==> config.mk <==
export PLATFORM = sky130hd
export DESIGN_NAME = trigger_scaler_with_click_hysteresis_top
export DESIGN_NICKNAME = d
export VERILOG_FILES = /design/src/design/tsch_pkg.sv /design/src/design/tsch_div.sv /design/src/design/trigger_scaler_with_click_hysteresis_top.sv
export SDC_FILE = /design/constraint.sdc
export NUM_CORES = 1
export LEC_CHECK = 0
export BUFFER_PORTS_ARGS = -buffer_cell sky130_fd_sc_hd__buf_2
export CAP_MARGIN = 20
export CORE_MARGIN = 5
export CORE_UTILIZATION = 45
export CTS_BUF_LIST = sky130_fd_sc_hd__clkbuf_2 sky130_fd_sc_hd__clkbuf_4 sky130_fd_sc_hd__clkbuf_8
export DETAILED_ROUTE_END_ITERATION = 8
export GPL_TIMING_DRIVEN = 0
export MAX_ROUTING_LAYER = met4
export PLACE_DENSITY = 0.67
export SKIP_CTS_REPAIR_TIMING = 1
export SLEW_MARGIN = 0
export SYNTH_ARGS = -nofsm -noshare
export SYNTH_HDL_FRONTEND = slang
export SYNTH_SLANG_ARGS = --single-unit
==> constraint.sdc <==
create_clock -name i_clk -period 10.2 [get_ports i_clk]
set_clock_uncertainty 0.05 [all_clocks]
set_input_delay 2.04 -clock i_clk [delete_from_list [all_inputs] [get_ports i_clk]]
set_output_delay 2.04 -clock i_clk [all_outputs]
set_load 0.02 [all_outputs]
==> src/design/tsch_pkg.sv <==
`timescale 1ns / 1ps
package tsch_pkg;

    // sample width in millivolt codes
    localparam int MV_BITS = 12;
    localparam int VAL_W   = 15;
    localparam int THR_W   = 7;

    // divider geometry: widest dividend is a sample times full scale
    localparam int DW    = MV_BITS + VAL_W;
    localparam int DIV_W = (MV_BITS > 11) ? MV_BITS : 11;
    localparam int CNT_W = $clog2(DW + 1);

    // trimmed endpoints may grow one bit past the raw reading
    localparam int LH_W = MV_BITS + 1;

    localparam int APB_AW = 5;
    localparam int APB_DW = 32;
    localparam int IDX_W  = APB_AW - 2;

    localparam int IN_TW  = ((MV_BITS + 7) / 8) * 8;
    localparam int OUT_TW = ((VAL_W + 1 + 7) / 8) * 8;

    localparam logic [VAL_W-1:0] FULL_SCALE    = '1;
    localparam logic [DIV_W-1:0] FALLBACK_MV   = DIV_W'(1650);
    localparam int               PCT_FULL      = 100;
    localparam int               TRIM_PCT      = 2;
    localparam int               TRIM_KEEP     = PCT_FULL - TRIM_PCT;
    localparam int               MARGIN_PCT    = 15;
    localparam int               HYST_PCT      = 5;
    localparam logic [THR_W-1:0] DEF_THRESHOLD = THR_W'(90);

    // register indexes (byte address / 4)
    localparam logic [IDX_W-1:0] REG_PRESSED = IDX_W'(0);
    localparam logic [IDX_W-1:0] REG_IDLE    = IDX_W'(1);
    localparam logic [IDX_W-1:0] REG_INVERT  = IDX_W'(2);
    localparam logic [IDX_W-1:0] REG_CALVAL  = IDX_W'(3);
    localparam logic [IDX_W-1:0] REG_THRESH  = IDX_W'(4);

    typedef enum logic [2:0] {
        S_IDLE,
        S_LOAD,
        S_TRIM,
        S_SPAN,
        S_MARGIN,
        S_ACT,
        S_NORM,
        S_FIN
    } t_state;

    typedef struct packed {
        logic             start;
        logic [CNT_W-1:0] len;
        logic [DW-1:0]    dividend;
        logic [DIV_W-1:0] divisor;
    } t_div_req;

    typedef struct packed {
        logic          done;
        logic [DW-1:0] quot;
    } t_div_rsp;

endpackage

==> src/design/tsch_div.sv <==
`timescale 1ns / 1ps
module tsch_div (
    input  logic               i_clk,
    input  logic               i_rst_n,
    input  tsch_pkg::t_div_req i_req,
    output tsch_pkg::t_div_rsp o_rsp
);
    import tsch_pkg::*;

    logic             r_busy, n_busy;
    logic             r_done, n_done;
    logic [CNT_W-1:0] r_cnt, n_cnt;
    logic [DIV_W-1:0] r_rem, n_rem;
    logic [DIV_W-1:0] r_dvs, n_dvs;
    logic [DW-1:0]    r_num, n_num;
    logic [DIV_W:0]   part;
    logic             fits;

    // restoring divide, one quotient bit per cycle; dividend comes in left-aligned
    always_comb begin
        part   = {r_rem, r_num[DW-1]};
        fits   = (part >= {1'b0, r_dvs});
        n_busy = r_busy;
        n_done = 1'b0;
        n_cnt  = r_cnt;
        n_rem  = r_rem;
        n_dvs  = r_dvs;
        n_num  = r_num;
        if (i_req.start) begin
            n_busy = 1'b1;
            n_cnt  = i_req.len;
            n_rem  = '0;
            n_dvs  = i_req.divisor;
            n_num  = i_req.dividend;
        end else if (r_busy) begin
            n_rem = fits ? DIV_W'(part - {1'b0, r_dvs}) : part[DIV_W-1:0];
            n_num = {r_num[DW-2:0], fits};
            n_cnt = r_cnt - CNT_W'(1);
            if (r_cnt == CNT_W'(1)) begin
                n_busy = 1'b0;
                n_done = 1'b1;
            end
        end
    end

    always_ff @(posedge i_clk) begin
        if (!i_rst_n) begin
            r_busy <= 1'b0;
            r_done <= 1'b0;
            r_cnt  <= '0;
        end else begin
            r_busy <= n_busy;
            r_done <= n_done;
            r_cnt  <= n_cnt;
        end
    end

    always_ff @(posedge i_clk) begin
        r_rem <= n_rem;
        r_dvs <= n_dvs;
        r_num <= n_num;
    end

    assign o_rsp.done = r_done;
    assign o_rsp.quot = r_num;

endmodule

==> src/design/trigger_scaler_with_click_hysteresis_top.sv <==
`timescale 1ns / 1ps
// Trigger scaler with click hysteresis. Each input word carries one averaged trigger
// sample in millivolts; each output word returns a trigger position from 0 (released)
// to 32767 (fully pressed) and the latched click flag. With calibration_valid clear the
// sample is scaled against 1650 mV; otherwise the pressed and idle readings set the
// range, trimmed by 2% and narrowed by a 15% margin at each end, and invert_sense flips
// the direction. The click engages at click_threshold_percent of full scale and
// releases below five points less. All divisions share one bit-serial divider that
// retires one quotient bit per clock, and that divider sets the rate: an uncalibrated
// word runs one 27-bit divide, a calibrated word a 19-bit trim, a 16-bit margin
// and a 27-bit normalizing divide in that order; a degenerate range ends early with
// a value of 0. One word is processed at a time, and the next is accepted the cycle
// after the previous result is placed in the output register, even if that result
// has not yet been taken.
// Configuration sits on an APB port, registers at byte addresses 0, 4, 8, 12, 16 in the
// order pressed_mv, idle_mv, invert_sense, calibration_valid, click_threshold_percent;
// write it only while the block is idle. Use one instance per trigger.
module trigger_scaler_with_click_hysteresis_top (
    input  logic                          i_clk,
    input  logic                          i_rst_n,
    input  logic                          psel,
    input  logic                          penable,
    input  logic                          pwrite,
    input  logic [tsch_pkg::APB_AW-1:0]   paddr,
    input  logic [tsch_pkg::APB_DW-1:0]   pwdata,
    output logic [tsch_pkg::APB_DW-1:0]   prdata,
    output logic                          pready,
    input  logic                          s_axis_tvalid,
    output logic                          s_axis_tready,
    input  logic [tsch_pkg::IN_TW-1:0]    s_axis_tdata,   // [11:0] sample_mv
    output logic                          m_axis_tvalid,
    input  logic                          m_axis_tready,
    output logic [tsch_pkg::OUT_TW-1:0]   m_axis_tdata    // [14:0] trigger_value, [15] click
);
    import tsch_pkg::*;

    localparam int TRIM_NW = MV_BITS + 7;   // lo*100+97 or hi*98
    localparam int MARG_NW = MV_BITS + 4;   // span*15
    localparam int DIFF_W  = LH_W + 2;      // signed sample minus active low
    localparam int CMP_W   = VAL_W + THR_W; // click point compare

    // configuration registers
    logic [MV_BITS-1:0] r_pressed;
    logic [MV_BITS-1:0] r_idle;
    logic               r_invert;
    logic               r_cal_valid;
    logic [THR_W-1:0]   r_thresh;

    logic               wr_en;
    logic [IDX_W-1:0]   reg_idx;

    // sequencer and datapath
    t_state             r_state, n_state;
    logic [MV_BITS-1:0] r_sample, n_sample;
    logic [LH_W-1:0]    r_lo, n_lo;
    logic [LH_W-1:0]    r_hi, n_hi;
    logic [LH_W:0]      r_act_lo, n_act_lo;
    logic [DIV_W-1:0]   r_act_span, n_act_span;
    logic               r_neg, n_neg;
    logic [VAL_W-1:0]   r_value, n_value;
    logic               r_click_latched, n_click;
    logic               r_out_valid, n_out_valid;
    logic [VAL_W-1:0]   r_out_value, n_out_value;
    logic               r_out_click, n_out_click;

    t_div_req           div_req;
    t_div_rsp           div_rsp;

    logic [MV_BITS-1:0]       lo_raw, hi_raw;
    logic [TRIM_NW-1:0]       trim_x;
    logic signed [LH_W:0]     span;
    logic                     span_pos;
    logic [MARG_NW-1:0]       marg_x;
    logic [MV_BITS-1:0]       margin;
    logic signed [LH_W+1:0]   act_span;
    logic                     act_pos;
    logic signed [DIFF_W-1:0] diff;
    logic [DIFF_W-1:0]        diff_mag;
    logic [MV_BITS-1:0]       mag;
    logic                     q_big;
    logic [VAL_W-1:0]         q_lo, q_sat, fin_value;
    logic [THR_W-1:0]         thr_c, thr_rel;
    logic                     click_next;

    // value >= floor(32767*p/100) is the same as 100*(value+1) > 32767*p
    function automatic logic ge_point(input logic [VAL_W-1:0] v, input logic [THR_W-1:0] p);
        logic [CMP_W-1:0] lhs;
        logic [CMP_W-1:0] rhs;
        lhs = (CMP_W'(v) + CMP_W'(1)) * CMP_W'(PCT_FULL);
        rhs = CMP_W'(p) * CMP_W'(FULL_SCALE);
        return lhs > rhs;
    endfunction

    // ---------------- configuration port ----------------
    assign pready  = 1'b1;
    assign wr_en   = psel & penable & pwrite & pready;
    assign reg_idx = paddr[APB_AW-1:2];

    always_ff @(posedge i_clk) begin
        if (!i_rst_n) begin
            r_pressed   <= '0;
            r_idle      <= '0;
            r_invert    <= 1'b0;
            r_cal_valid <= 1'b0;
            r_thresh    <= DEF_THRESHOLD;
        end else if (wr_en) begin
            unique case (reg_idx)
                REG_PRESSED: r_pressed   <= pwdata[MV_BITS-1:0];
                REG_IDLE:    r_idle      <= pwdata[MV_BITS-1:0];
                REG_INVERT:  r_invert    <= pwdata[0];
                REG_CALVAL:  r_cal_valid <= pwdata[0];
                REG_THRESH:  r_thresh    <= pwdata[THR_W-1:0];
                default: ;
            endcase
        end
    end

    always_comb begin
        unique case (reg_idx)
            REG_PRESSED: prdata = APB_DW'(r_pressed);
            REG_IDLE:    prdata = APB_DW'(r_idle);
            REG_INVERT:  prdata = APB_DW'(r_invert);
            REG_CALVAL:  prdata = APB_DW'(r_cal_valid);
            REG_THRESH:  prdata = APB_DW'(r_thresh);
            default:     prdata = '0;
        endcase
    end

    // ---------------- shared divider ----------------
    tsch_div u_div (
        .i_clk   (i_clk),
        .i_rst_n (i_rst_n),
        .i_req   (div_req),
        .o_rsp   (div_rsp)
    );

    // ---------------- per-step arithmetic ----------------
    always_comb begin
        lo_raw = (r_pressed < r_idle) ? r_pressed : r_idle;
        hi_raw = (r_pressed < r_idle) ? r_idle : r_pressed;

        // inverted: ceil(lo*100/98); otherwise floor(hi*98/100)
        if (r_invert) begin
            trim_x = TRIM_NW'(lo_raw) * TRIM_NW'(PCT_FULL) + TRIM_NW'(TRIM_KEEP - 1);
        end else begin
            trim_x = TRIM_NW'(hi_raw) * TRIM_NW'(TRIM_KEEP);
        end

        span     = $signed({1'b0, r_hi}) - $signed({1'b0, r_lo});
        span_pos = !span[LH_W] && (span != '0);
        // span here is positive and no larger than a raw reading
        marg_x   = MARG_NW'(span[MV_BITS-1:0]) * MARG_NW'(MARGIN_PCT);

        margin   = div_rsp.quot[MV_BITS-1:0];
        act_span = $signed({1'b0, span}) - $signed((LH_W+2)'({margin, 1'b0}));
        act_pos  = !act_span[LH_W+1] && (act_span != '0);

        diff     = $signed(DIFF_W'(r_sample)) - $signed(DIFF_W'(r_act_lo));
        diff_mag = diff[DIFF_W-1] ? DIFF_W'(-diff) : DIFF_W'(diff);
        // active low stays below the top reading, so the magnitude fits a sample
        mag      = diff_mag[MV_BITS-1:0];

        // signed truncating divide: magnitude quotient plus sign, then invert and clamp
        q_big = |div_rsp.quot[DW-1:VAL_W];
        q_lo  = div_rsp.quot[VAL_W-1:0];
        q_sat = q_big ? FULL_SCALE : q_lo;
        if (!r_cal_valid) begin
            fin_value = q_sat;
        end else if (!r_invert) begin
            fin_value = r_neg ? '0 : q_sat;
        end else begin
            fin_value = r_neg ? FULL_SCALE : (q_big ? '0 : FULL_SCALE - q_lo);
        end

        // click hysteresis: threshold clamps to 100, release point floors at 0
        thr_c      = (r_thresh > THR_W'(PCT_FULL)) ? THR_W'(PCT_FULL) : r_thresh;
        thr_rel    = (thr_c >= THR_W'(HYST_PCT)) ? thr_c - THR_W'(HYST_PCT) : '0;
        click_next = r_click_latched ? ge_point(r_value, thr_rel) : ge_point(r_value, thr_c);
    end

    // ---------------- sequencer ----------------
    always_comb begin
        n_state     = r_state;
        n_sample    = r_sample;
        n_lo        = r_lo;
        n_hi        = r_hi;
        n_act_lo    = r_act_lo;
        n_act_span  = r_act_span;
        n_neg       = r_neg;
        n_value     = r_value;
        n_click     = r_click_latched;
        n_out_valid = r_out_valid & ~m_axis_tready;
        n_out_value = r_out_value;
        n_out_click = r_out_click;
        div_req     = '0;

        unique case (r_state)
            S_IDLE: begin
                if (s_axis_tvalid) begin
                    n_sample = s_axis_tdata[MV_BITS-1:0];
                    n_state  = S_LOAD;
                end
            end
            S_LOAD: begin
                div_req.start = 1'b1;
                if (r_cal_valid) begin
                    div_req.len      = CNT_W'(TRIM_NW);
                    div_req.dividend = {trim_x, {(DW - TRIM_NW){1'b0}}};
                    div_req.divisor  = r_invert ? DIV_W'(TRIM_KEEP) : DIV_W'(PCT_FULL);
                    n_state          = S_TRIM;
                end else begin
                    // sample * 32767 / 1650
                    div_req.len      = CNT_W'(DW);
                    div_req.dividend = {r_sample, {VAL_W{1'b0}}} - DW'(r_sample);
                    div_req.divisor  = FALLBACK_MV;
                    n_state          = S_NORM;
                end
            end
            S_TRIM: begin
                if (div_rsp.done) begin
                    if (r_invert) begin
                        n_lo = div_rsp.quot[LH_W-1:0];
                        n_hi = LH_W'(hi_raw);
                    end else begin
                        n_lo = LH_W'(lo_raw);
                        n_hi = div_rsp.quot[LH_W-1:0];
                    end
                    n_state = S_SPAN;
                end
            end
            S_SPAN: begin
                if (span_pos) begin
                    div_req.start    = 1'b1;
                    div_req.len      = CNT_W'(MARG_NW);
                    div_req.dividend = {marg_x, {(DW - MARG_NW){1'b0}}};
                    div_req.divisor  = DIV_W'(PCT_FULL);
                    n_state          = S_MARGIN;
                end else begin
                    n_value = '0;
                    n_state = S_FIN;
                end
            end
            S_MARGIN: begin
                if (div_rsp.done) begin
                    if (act_pos) begin
                        n_act_lo   = (LH_W+1)'(r_lo) + (LH_W+1)'(margin);
                        n_act_span = act_span[DIV_W-1:0];
                        n_state    = S_ACT;
                    end else begin
                        n_value = '0;
                        n_state = S_FIN;
                    end
                end
            end
            S_ACT: begin
                // |sample - act_lo| * 32767 / act_span
                div_req.start    = 1'b1;
                div_req.len      = CNT_W'(DW);
                div_req.dividend = {mag, {VAL_W{1'b0}}} - DW'(mag);
                div_req.divisor  = r_act_span;
                n_neg            = diff[DIFF_W-1];
                n_state          = S_NORM;
            end
            S_NORM: begin
                if (div_rsp.done) begin
                    n_value = fin_value;
                    n_state = S_FIN;
                end
            end
            S_FIN: begin
                // hold until the output register is free, then update the click latch
                if (!r_out_valid || m_axis_tready) begin
                    n_out_valid = 1'b1;
                    n_out_value = r_value;
                    n_out_click = click_next;
                    n_click     = click_next;
                    n_state     = S_IDLE;
                end
            end
            default: n_state = S_IDLE;
        endcase
    end

    always_ff @(posedge i_clk) begin
        if (!i_rst_n) begin
            r_state         <= S_IDLE;
            r_click_latched <= 1'b0;
            r_out_valid     <= 1'b0;
        end else begin
            r_state         <= n_state;
            r_click_latched <= n_click;
            r_out_valid     <= n_out_valid;
        end
    end

    always_ff @(posedge i_clk) begin
        r_sample    <= n_sample;
        r_lo        <= n_lo;
        r_hi        <= n_hi;
        r_act_lo    <= n_act_lo;
        r_act_span  <= n_act_span;
        r_neg       <= n_neg;
        r_value     <= n_value;
        r_out_value <= n_out_value;
        r_out_click <= n_out_click;
    end

    assign s_axis_tready = (r_state == S_IDLE);
    assign m_axis_tvalid = r_out_valid;
    assign m_axis_tdata  = OUT_TW'({r_out_click, r_out_value});

    // ---------------- checks ----------------
    a_out_from_fin: assert property (@(posedge i_clk) disable iff (!i_rst_n)
        $rose(r_out_valid) |-> $past(r_state) == S_FIN)
        else $error("output word loaded outside the finish step");

    a_div_done_waited: assert property (@(posedge i_clk) disable iff (!i_rst_n)
        div_rsp.done |-> (r_state == S_TRIM || r_state == S_MARGIN || r_state == S_NORM))
        else $error("divider finished while the sequencer was not waiting");

    a_click_only_at_fin: assert property (@(posedge i_clk) disable iff (!i_rst_n)
        (r_state != S_FIN) |=> $stable(r_click_latched))
        else $error("click latch changed without a finished word");

    a_trim_needs_cal: assert property (@(posedge i_clk) disable iff (!i_rst_n)
        (r_state == S_TRIM) |-> r_cal_valid)
        else $error("trim divide started without calibration");

endmodule
==> flow_summary.toml, run 1 <==
[synth]
yosysWarnings = 0
synth_sequential_area_ratio_pct = 22.68
ys_ff_latch = 192
cell_count_after_synthesis = 2592
synth.largest_area_cell = "ha_1"
synth.lib_cells_used.distinct = 94
synth_top_area_share_pct = 19.56
synthTopCellsByArea = "ha_1 (20%), edfxtp_1 (18%), fa_1 (8.1%)"
post_synth_instance_area_mm2 = 0.02290
synth_enable_flop_cells = 135
syn_avg_cell_area_um2 = 8.836
synth_flop_cell = "edfxtp_1"
asyncSetResetFlopFracSynth_pct = 0

[drt]
via_per_inst = 5.602
initialDrtViolationCount = 1412
route.detailed.drc = 0
detail_route.wirelength_mm = 63.15
via_count = 18970
post_drt_wl_per_cell_um = 18.65
detail_route.first_pass.iterations = 8
route.antenna.remaining_nets = 0

[timing]
final-hold-violation-count = 0
rsz0062_at_grt = "no"
slew_headroom_pct = 26.70
fin_crit_ps = 9191
report.final.slew_viol_count = 0
setup-violations-final = 0
clock.fmax_mhz = 108.8
holdWs_ps = 436.9
worst_pin_slew_ps = 1092
layout_worst_path_cycle_share_pct = 90.11
fin_tns_setup_ps = 0

[power_and_ir_drop]
peak_vdd_ir_mv = 0.1134
fin_total_pwr_mw = 4.852
power_density_mw_per_mm2 = 196.9
p_leak_nw = 11.38

[setup_path]
crit_path_max_fanout = 12
critical_path_class = "reg -> reg"
cpMaxStageDelayCell = "fa_1"
timing.critical_path.mode_cell = "inv_1"
crit_arrival_ps = 9610
start_kind = "flop"
crit_start = "r_thresh[3]$_SDFFE_PN1P_"
crit-reg2reg-launch = "r_thresh[3]$_SDFFE_PN1P_"
cpPeakStageDelay_ps = 700
timing.critical_path.to_type = "flop"
critPathRequiredTime_ps = 10620

[final_layout]
num-fill-cells = 4836
layout-area-overhead-vs-synth_pct = 7.615
final_net_count = 3211
most-common-layout-cells = "ha_1 (358), inv_1 (353), nor2_1 (187), a21oi_1 (151), edfxtp_1 (135)"
layout.cells.most_common = "ha_1"
drive_gt1_share_pct = 6.930

[clock_network]
cts-buffers-inserted = 17
clk_pin_slew_ps = 130
worstSkewPairLatency_ps = 560
clock_tree.buffer_depth = 2
tritoncts = "built"
clkSinkCount = 192
cts-root-buf = "clkbuf_8"
cts_max_level = 4

[die]
top_level_ports = 111
core_mm2 = 0.05027
fp.dieArea_mm2 = 0.05551
start_util_pct = 45.56
number_of_standard_cell_rows_in_the_floorplan = 82
die_w_um = 235.6
die_h_um = 235.6

[global_routing]
grt_first_pass_wirelength_mm = 98.70
grt_remaining_overflow = 0
grt_pass1_vias = 18230
grt_antenna_before_repair = 2
global_route.usage.total_pct = 22.72
maximum_number_of_pins_on_one_net_before_global_route_repair = 22

[hold_path]
worstHoldPathType = "reg -> reg"
hold_start = "r_value[9]$_SDFFCE_PP0P_"

[run]
maxCapViolCount = 0

[outcome]
status = "complete, no violations"

[placed_design]
dpl.hpwl_mm = 52.48
placement.io_buffers = 60
place.gp.congestion = 0.9987
Yosys cell counts (61+ instances only):
cell type and number:
nor2b_1 73, clkbuf_1 61, o21ai_0 105, ha_1 358, nand2_1 127, mux2i_1 65, a21oi_1 151, fa_1 93
nor2_1 187, edfxtp_1 135, inv_1 353, xnor2_1 125
per-layer routing:
metal / routed length (um) / GRT usage (%) / vias up
met4: 1932 / 7.495 / 0
met2: 28850 / 35.68 / 563
met3: 3819 / 4.018 / 87
met5: 0 / - / -
li1: - / - / 9261
met1: 28550 / 29.93 / 9062
kinds of logic (layout without fill, tap and decap cells):
| kind of cell | Yosys count | after routing | share of synthesized area, % |
|---|---|---|---|
| muxes | 85 | 85 | 3.824 |
| buffers and inverters | 452 | 554 | 7.785 |
| and+or+nand+nor | 668 | 668 | 14.57 |
| AOI/OAI and AO/OA | 566 | 566 | 16.56 |
| xor gates and xnor gates | 176 | 176 | 6.856 |
| DFF | 192 | 192 | 22.68 |
| adders and majority gates | 451 | 451 | 27.69 |
| other | 2 | 23 | 0.03279 |
final timing paths:
kind,cells after the start,slack [ps],endpoint
max,35,1010,r_click_latched$_SDFFE_PN0P_
min,0,440,r_out_value[9]$_DFFE_PP_
max reg2reg,35,1010,r_click_latched$_SDFFE_PN0P_
min reg2reg,0,440,r_out_value[9]$_DFFE_PP_
final cells by class:
class	instances	area (um^2)	area share [%]
Antenna cell	2	5.005	0.02031
Inverter	354	1329	5.391
Sequential cell	192	5195	21.08
Buffer	98	454.2	1.843
Tap cell	672	840.8	3.411
Clock buffer	17	234.0	0.9493
Multi-Input combinational cell	1967	16010	64.96
Timing Repair Buffer	70	402.9	1.635
Clock inverter	15	175.2	0.7107
flip-flops by register name, indices dropped and copies added (netlist names), 13 cells and up:
signal and cells:
r_value 15, r_out_value 15, r_lo 13, u_div.r_num 27
r_act_lo 14, r_hi 13
power by group:
part	internal [mW]	switching (mW)	leakage, nW	total, mW
Combinational	1.24	1.82	9.45	3.05
Sequential	1.08	0.189	1.73	1.27
Clock	0.204	0.329	0.202	0.533
worst max-delay path, delay by kind of cell, from the launching register on:
| family | cells | cell delay [ps] |
|---|---|---|
| compound gates | 15 | 3010 |
| xor+xnor | 1 | 100 |
| fa+ha+maj | 7 | 3180 |
| buf+inv | 8 | 1500 |
| flops | 1 | 380 |
| simple gates | 4 | 900 |
through the flow:
stage / setup WS [ps] / std cells / instance area (um^2) / utilization [%]
after floorplan: 2328 / 2611 / 22970 / -
after global placement: 1092 / 3343 / 24120 / 47.97
after detailed placement: 1011 / 3352 / 24220 / 48.17
after CTS: 982.4 / 3384 / 24630 / 48.99
after global routing: 171.3 / 3387 / 24650 / 49.03
final: 1009 / 3387 / 24650 / 49.03
Power figures use the tool's default switching activity.
==> run 2: changes to the inputs <==
Settings changed: CTS_BUF_LIST sky130_fd_sc_hd__clkbuf_2 sky130_fd_sc_hd__clkbuf_4 sky130_fd_sc_hd__clkbuf_8 to sky130_fd_sc_hd__clkbuf_2.
==> flow_summary.toml, run 2 (synthesized netlist as in run 1, its figures left out) <==
[power_and_ir_drop]
fin_total_pwr_mw = 4.738
peak_vdd_ir_mv = 0.1144
internal_power_mw = 2.417
clockPowerShare_pct = 8.9
power_switching_mw = 2.321
sw_frac_of_total_pct = 48.98
sequential_power_share_pct = 26.7
comb_power_share_pct = 64.4
p_leak_nw = 11.33
power_density_mw_per_mm2 = 193.4

[timing]
report.final.slew_viol_count = 0
layout_worst_path_cycle_share_pct = 89.49
slew_headroom_pct = 28.71
fin_crit_ps = 9128
rsz0062_at_grt = "no"
clock.fmax_mhz = 109.6
final-hold-violation-count = 0
worst_pin_slew_ps = 1062
fin_tns_setup_ps = 0
setup-violations-final = 0

[setup_path]
critPathRequiredTime_ps = 11180
capture_instance_of_the_worst_register_to_register_path = "r_click_latched$_SDFFE_PN0P_"
cp.buffers_inverters = 8
timing.critical_path.mode_cell = "inv_1"
largest_delay_share_family_worst_path = "adder cells"
worst_case_register_to_register_setup_slack_ps = 1070
cpMaxStageDelayCell = "fa_1"
crit_arrival_ps = 10100
crit-reg2reg-launch = "r_thresh[3]$_SDFFE_PN1P_"
r2r_cells = 35
timing.critical_path.to_type = "flop"
critical_path_class = "reg -> reg"
crit_path_max_fanout = 12
crit_start = "r_thresh[3]$_SDFFE_PN1P_"
start_kind = "flop"
cpPeakStageDelay_ps = 700

[final_layout]
top_register = "u_div.r_num"
drive_gt1_share_pct = 6.930
layout-area-overhead-vs-synth_pct = 6.976
most-common-layout-cells = "ha_1 (358), inv_1 (353), nor2_1 (187), a21oi_1 (151), edfxtp_1 (135)"
largest_register_ffs = 27
final_net_count = 3211
largest_registers = "u_div.r_num x27, r_out_value x15, r_value x15"
layout.cells.most_common = "ha_1"

[clock_network]
cts_max_level = 4
clkSinkCount = 192
clk_pin_slew_ps = 380
worstSkewPairLatency_ps = 1060
clock_tree.buffer_depth = 2
cts-root-buf = "clkbuf_2"
tritoncts = "built"
cts-buffers-inserted = 17

[global_routing]
grt_antenna_before_repair = 3
global_route.usage.total_pct = 22.76
maximum_number_of_pins_on_one_net_before_global_route_repair = 22
grt_pass1_vias = 18210
grt_first_pass_wirelength_mm = 99.08
grt_remaining_overflow = 0

[drt]
met1_length_mm = 28.52
detailroute.wirelength.met3_mm = 3.746
route.antenna.remaining_nets = 0
post_drt_wl_per_cell_um = 18.64
detail_route.first_pass.iterations = 5
via_per_inst = 5.603
top_signal_layer_used = "met4"
detailroute.wirelength.met2_mm = 29.06
route.detailed.drc = 0
via_count = 18980
initialDrtViolationCount = 1298
detail_route.wirelength_mm = 63.14

[die]
start_util_pct = 45.56
fp.dieArea_mm2 = 0.05551
top_level_ports = 111
die_h_um = 235.6
die_w_um = 235.6
number_of_standard_cell_rows_in_the_floorplan = 82
core_mm2 = 0.05027

[run]
maxCapViolCount = 0

[placed_design]
placement.io_buffers = 60
dpl.hpwl_mm = 52.48
place.gp.congestion = 0.9987

[hold_path]
min_delay_worst_endpoint = "r_out_value[5]$_DFFE_PP_"
min_delay_path_depth = 0
worstHoldPathType = "reg -> reg"
hold_start = "r_value[5]$_SDFFCE_PP0P_"

[outcome]
status = "complete, no violations"
==> run 2: cell count changes in the layout (fill, tap and decap cells not counted) <==
| cell | previous run | this run |
|---|---|---|
| clkbuf_8 | 17 | 0 |
| clkbuf_2 | 0 | 17 |
| diode_2 | 2 | 3 |
==> run 2: power by group through the flow <==
stage	Sequential, mW	Clock, mW	Combinational [mW]
after detailed placement	1.28	0	2.99
after global placement	1.28	0	2.88
final	1.27	0.420	3.05
after global routing	1.28	0.467	3.39
after floorplan	1.17	0	2.24
after CTS	1.26	0.430	3.01
==> run 2: worst max-delay path by stage <==
stage | end | slack [ps] | depth (start not counted)
after global routing | r_click_latched$_SDFFE_PN0P_ | 200 | 35
final | r_click_latched$_SDFFE_PN0P_ | 1070 | 35
after CTS | r_click_latched$_SDFFE_PN0P_ | 1020 | 35
after global placement | r_click_latched$_SDFFE_PN0P_ | 1090 | 35
after detailed placement | r_click_latched$_SDFFE_PN0P_ | 1010 | 35
after floorplan | r_click_latched$_SDFFE_PN0P_ | 2330 | 35
==> run 2: area by class of cell <==
| cell class | count | area (um^2) |
|---|---|---|
| clock buffer | 17 | 85.08 |
| fill | 4856 | 25770 |
| tap | 672 | 840.8 |
| clock inverter | 15 | 175.2 |
| antenna | 3 | 7.507 |
| inverter | 354 | 1329 |
| timing repair buffer | 70 | 402.9 |
| buffer | 98 | 454.2 |
| multi-input combinational | 1967 | 16010 |
| sequential | 192 | 5195 |
==> run 2: metrics by stage <==
| step | util (%) | area (um^2) | setup slack [ps] | cells | hold WS (ps) |
|---|---|---|---|---|---|
| global placement | 47.97 | 24120 | 1092 | 3343 | 391.1 |
| global route | 48.74 | 24500 | 204.9 | 3388 | 475.8 |
| floorplan | - | 22970 | 2328 | 2611 | 376.4 |
| CTS | 48.69 | 24480 | 1016 | 3384 | 453.5 |
| detailed placement | 48.17 | 24220 | 1011 | 3352 | 406.5 |
| finish | 48.74 | 24500 | 1072 | 3388 | 434.6 |
==> run 2: layer usage <==
layer | global-route usage (%) | vias up
li1 | - | 9264
met1 | 30.28 | 9114
met2 | 36.04 | 517
met3 | 3.550 | 89
met4 | 6.914 | 0
met5 | - | -
==> run 2: worst register-to-register path, delay by kind of cell, from the launching register on <==
kind	cells	cell delay (ps)
buffers and inverters	8	1500
flip-flops	1	430
adder cells (fa/ha/maj)	7	3180
XOR/XNOR	1	100
AND/OR/NAND/NOR	4	900
AO/OA/AOI/OAI	15	3010
==> run 3: changes to the inputs <==
Settings changed: CORE_MARGIN 5 to unset.
==> flow_summary.toml, run 3 (synthesized netlist as in run 1, its figures left out) <==
[outcome]
status = "complete, no violations"

[placed_design]
placement.io_buffers = 60
dpl.hpwl_mm = 51.45
place_area_mm2 = 0.02421
place.gp.congestion = 0.9795

[power_and_ir_drop]
power_density_mw_per_mm2 = 191.1
sw_frac_of_total_pct = 48.16
sequential_power_share_pct = 26.7
comb_power_share_pct = 64.3
clockPowerShare_pct = 9.1
internal_power_mw = 2.427
peak_vdd_ir_mv = 0.1119
p_leak_nw = 11.33
power_switching_mw = 2.255

[global_routing]
grt_first_pass_wirelength_mm = 98.39
grt_pass1_vias = 18550
maximum_number_of_pins_on_one_net_before_global_route_repair = 22
grt_remaining_overflow = 0
grt_antenna_before_repair = 3
global_route.usage.total_pct = 25.08

[die]
die_w_um = 227.6
number_of_standard_cell_rows_in_the_floorplan = 82
top_level_ports = 111
die_h_um = 227.6
fp.dieArea_mm2 = 0.05180
core_mm2 = 0.05017
start_util_pct = 45.65

[hold_path]
worstHoldPathType = "reg -> reg"
min_delay_path_depth = 2
min_delay_worst_endpoint = "u_div.r_cnt[3]$_SDFFE_PN0P_"
hold_start = "u_div.r_cnt[3]$_SDFFE_PN0P_"

[final_layout]
postLayoutCellArea_mm2 = 0.02451
layout.cells.most_common = "ha_1"
final_core_area_utilization_pct = 48.86
most-common-layout-cells = "ha_1 (358), inv_1 (353), nor2_1 (187), a21oi_1 (151), edfxtp_1 (135)"
final_net_count = 3212
top_register = "u_div.r_num"
layout-area-overhead-vs-synth_pct = 7.020
multi_input_area_mm2 = 0.01601
num-fill-cells = 4747
drive_gt1_share_pct = 6.964
largest_registers = "u_div.r_num x27, r_out_value x15, r_value x15"
largest_register_ffs = 27
register_area_mm2 = 0.005195

[setup_path]
cpMaxStageDelayCell = "fa_1"
start_kind = "flop"
cpPeakStageDelay_ps = 690
critical_path_class = "reg -> reg"
crit_arrival_ps = 9820
worst_case_register_to_register_setup_slack_ps = 1070
timing.critical_path.mode_cell = "inv_1"
timing.critical_path.to_type = "flop"
capture_instance_of_the_worst_register_to_register_path = "r_out_click$_DFFE_PP_"
crit_path_max_fanout = 12
crit-reg2reg-launch = "r_thresh[3]$_SDFFE_PN1P_"
r2r_cells = 36
critPathRequiredTime_ps = 10890

[drt]
via_per_inst = 5.598
via_count = 18970
post_drt_wl_per_cell_um = 18.20
detail_route.first_pass.iterations = 7
initialDrtViolationCount = 1772
detailroute.wirelength.met3_mm = 3.655
met1_length_mm = 27.95
top_signal_layer_used = "met4"
detailroute.wirelength.met2_mm = 28.46
route.detailed.drc = 0
detail_route.wirelength_mm = 61.69
route.antenna.remaining_nets = 0

[timing]
clock.fmax_mhz = 109.5
worst_pin_slew_ps = 1180
setup-violations-final = 0
fin_crit_ps = 9131
slew_headroom_pct = 21.03
final-hold-violation-count = 0
report.final.slew_viol_count = 0
layout_worst_path_cycle_share_pct = 89.52
rsz0062_at_grt = "no"
fin_tns_setup_ps = 0

[clock_network]
clk_pin_slew_ps = 350
cts-root-buf = "clkbuf_2"
cts_max_level = 4
tritoncts = "built"
clkSinkCount = 192
cts-buffers-inserted = 17
worstSkewPairLatency_ps = 910
clock_tree.buffer_depth = 2

[run]
maxCapViolCount = 0
## run 3: power by group through the flow
stage / logic [mW] / registers, mW / clock network (mW)
final: 3.01 / 1.25 / 0.424
after global routing: 3.38 / 1.26 / 0.460
after CTS: 2.97 / 1.24 / 0.433
after detailed placement: 2.95 / 1.26 / 0
after global placement: 2.85 / 1.26 / 0
after floorplan: 2.24 / 1.17 / 0
## run 3: how the worst max path moves through the flow
| stage | start | to | slack, ps | cells past startpoint |
|---|---|---|---|---|
| after floorplan | r_thresh[2]$_SDFFE_PN0P_ | r_click_latched$_SDFFE_PN0P_ | 2330 | 35 |
| after global placement | r_thresh[3]$_SDFFE_PN1P_ | r_click_latched$_SDFFE_PN0P_ | 1100 | 36 |
| after detailed placement | r_thresh[3]$_SDFFE_PN1P_ | r_out_click$_DFFE_PP_ | 980 | 36 |
| after CTS | r_thresh[3]$_SDFFE_PN1P_ | r_out_click$_DFFE_PP_ | 1020 | 36 |
| after global routing | r_thresh[3]$_SDFFE_PN1P_ | r_out_click$_DFFE_PP_ | 180 | 36 |
| final | r_thresh[3]$_SDFFE_PN1P_ | r_out_click$_DFFE_PP_ | 1070 | 36 |
## run 3: area by class of cell
cell class,instances,area share [%]
well taps,672,3.430
clock inverters,14,0.7249
multi-input cells,1967,65.32
repair buffers,71,1.654
clock buffers,18,0.3675
flip-flops and latches,192,21.19
plain buffers,98,1.853
inverters,354,5.421
diodes,3,0.03063
## run 3: critical path: cells and delay by family, from the launching register on
family                     cells  cell delay [ps]
buffers and inverters          8             1440
xor gates and xnor gates       1               90
DFF                            1              420
and+or+nand+nor                8             1330
AOI/OAI and AO/OA             12             2560
adders and majority gates      7             3130
## run 3: metal layers
layer	GRT usage [%]	up-vias
met3	2.852	93
met5	-	-
met2	40.27	565
li1	-	9261
met1	33.20	9053
met4	7.231	0
## run 3: per-stage QoR
step                      hold WS (ps)  std cells  setup WS [ps]  total power, mW
after floorplan                  376.4       2611           2328            3.410
after global placement           402.1       3343           1098            4.118
after detailed placement         418.8       3352          979.9            4.210
after CTS                        462.3       3384           1023            4.646
after global routing             472.5       3389          179.0            5.096
final                            460.6       3389           1069            4.683
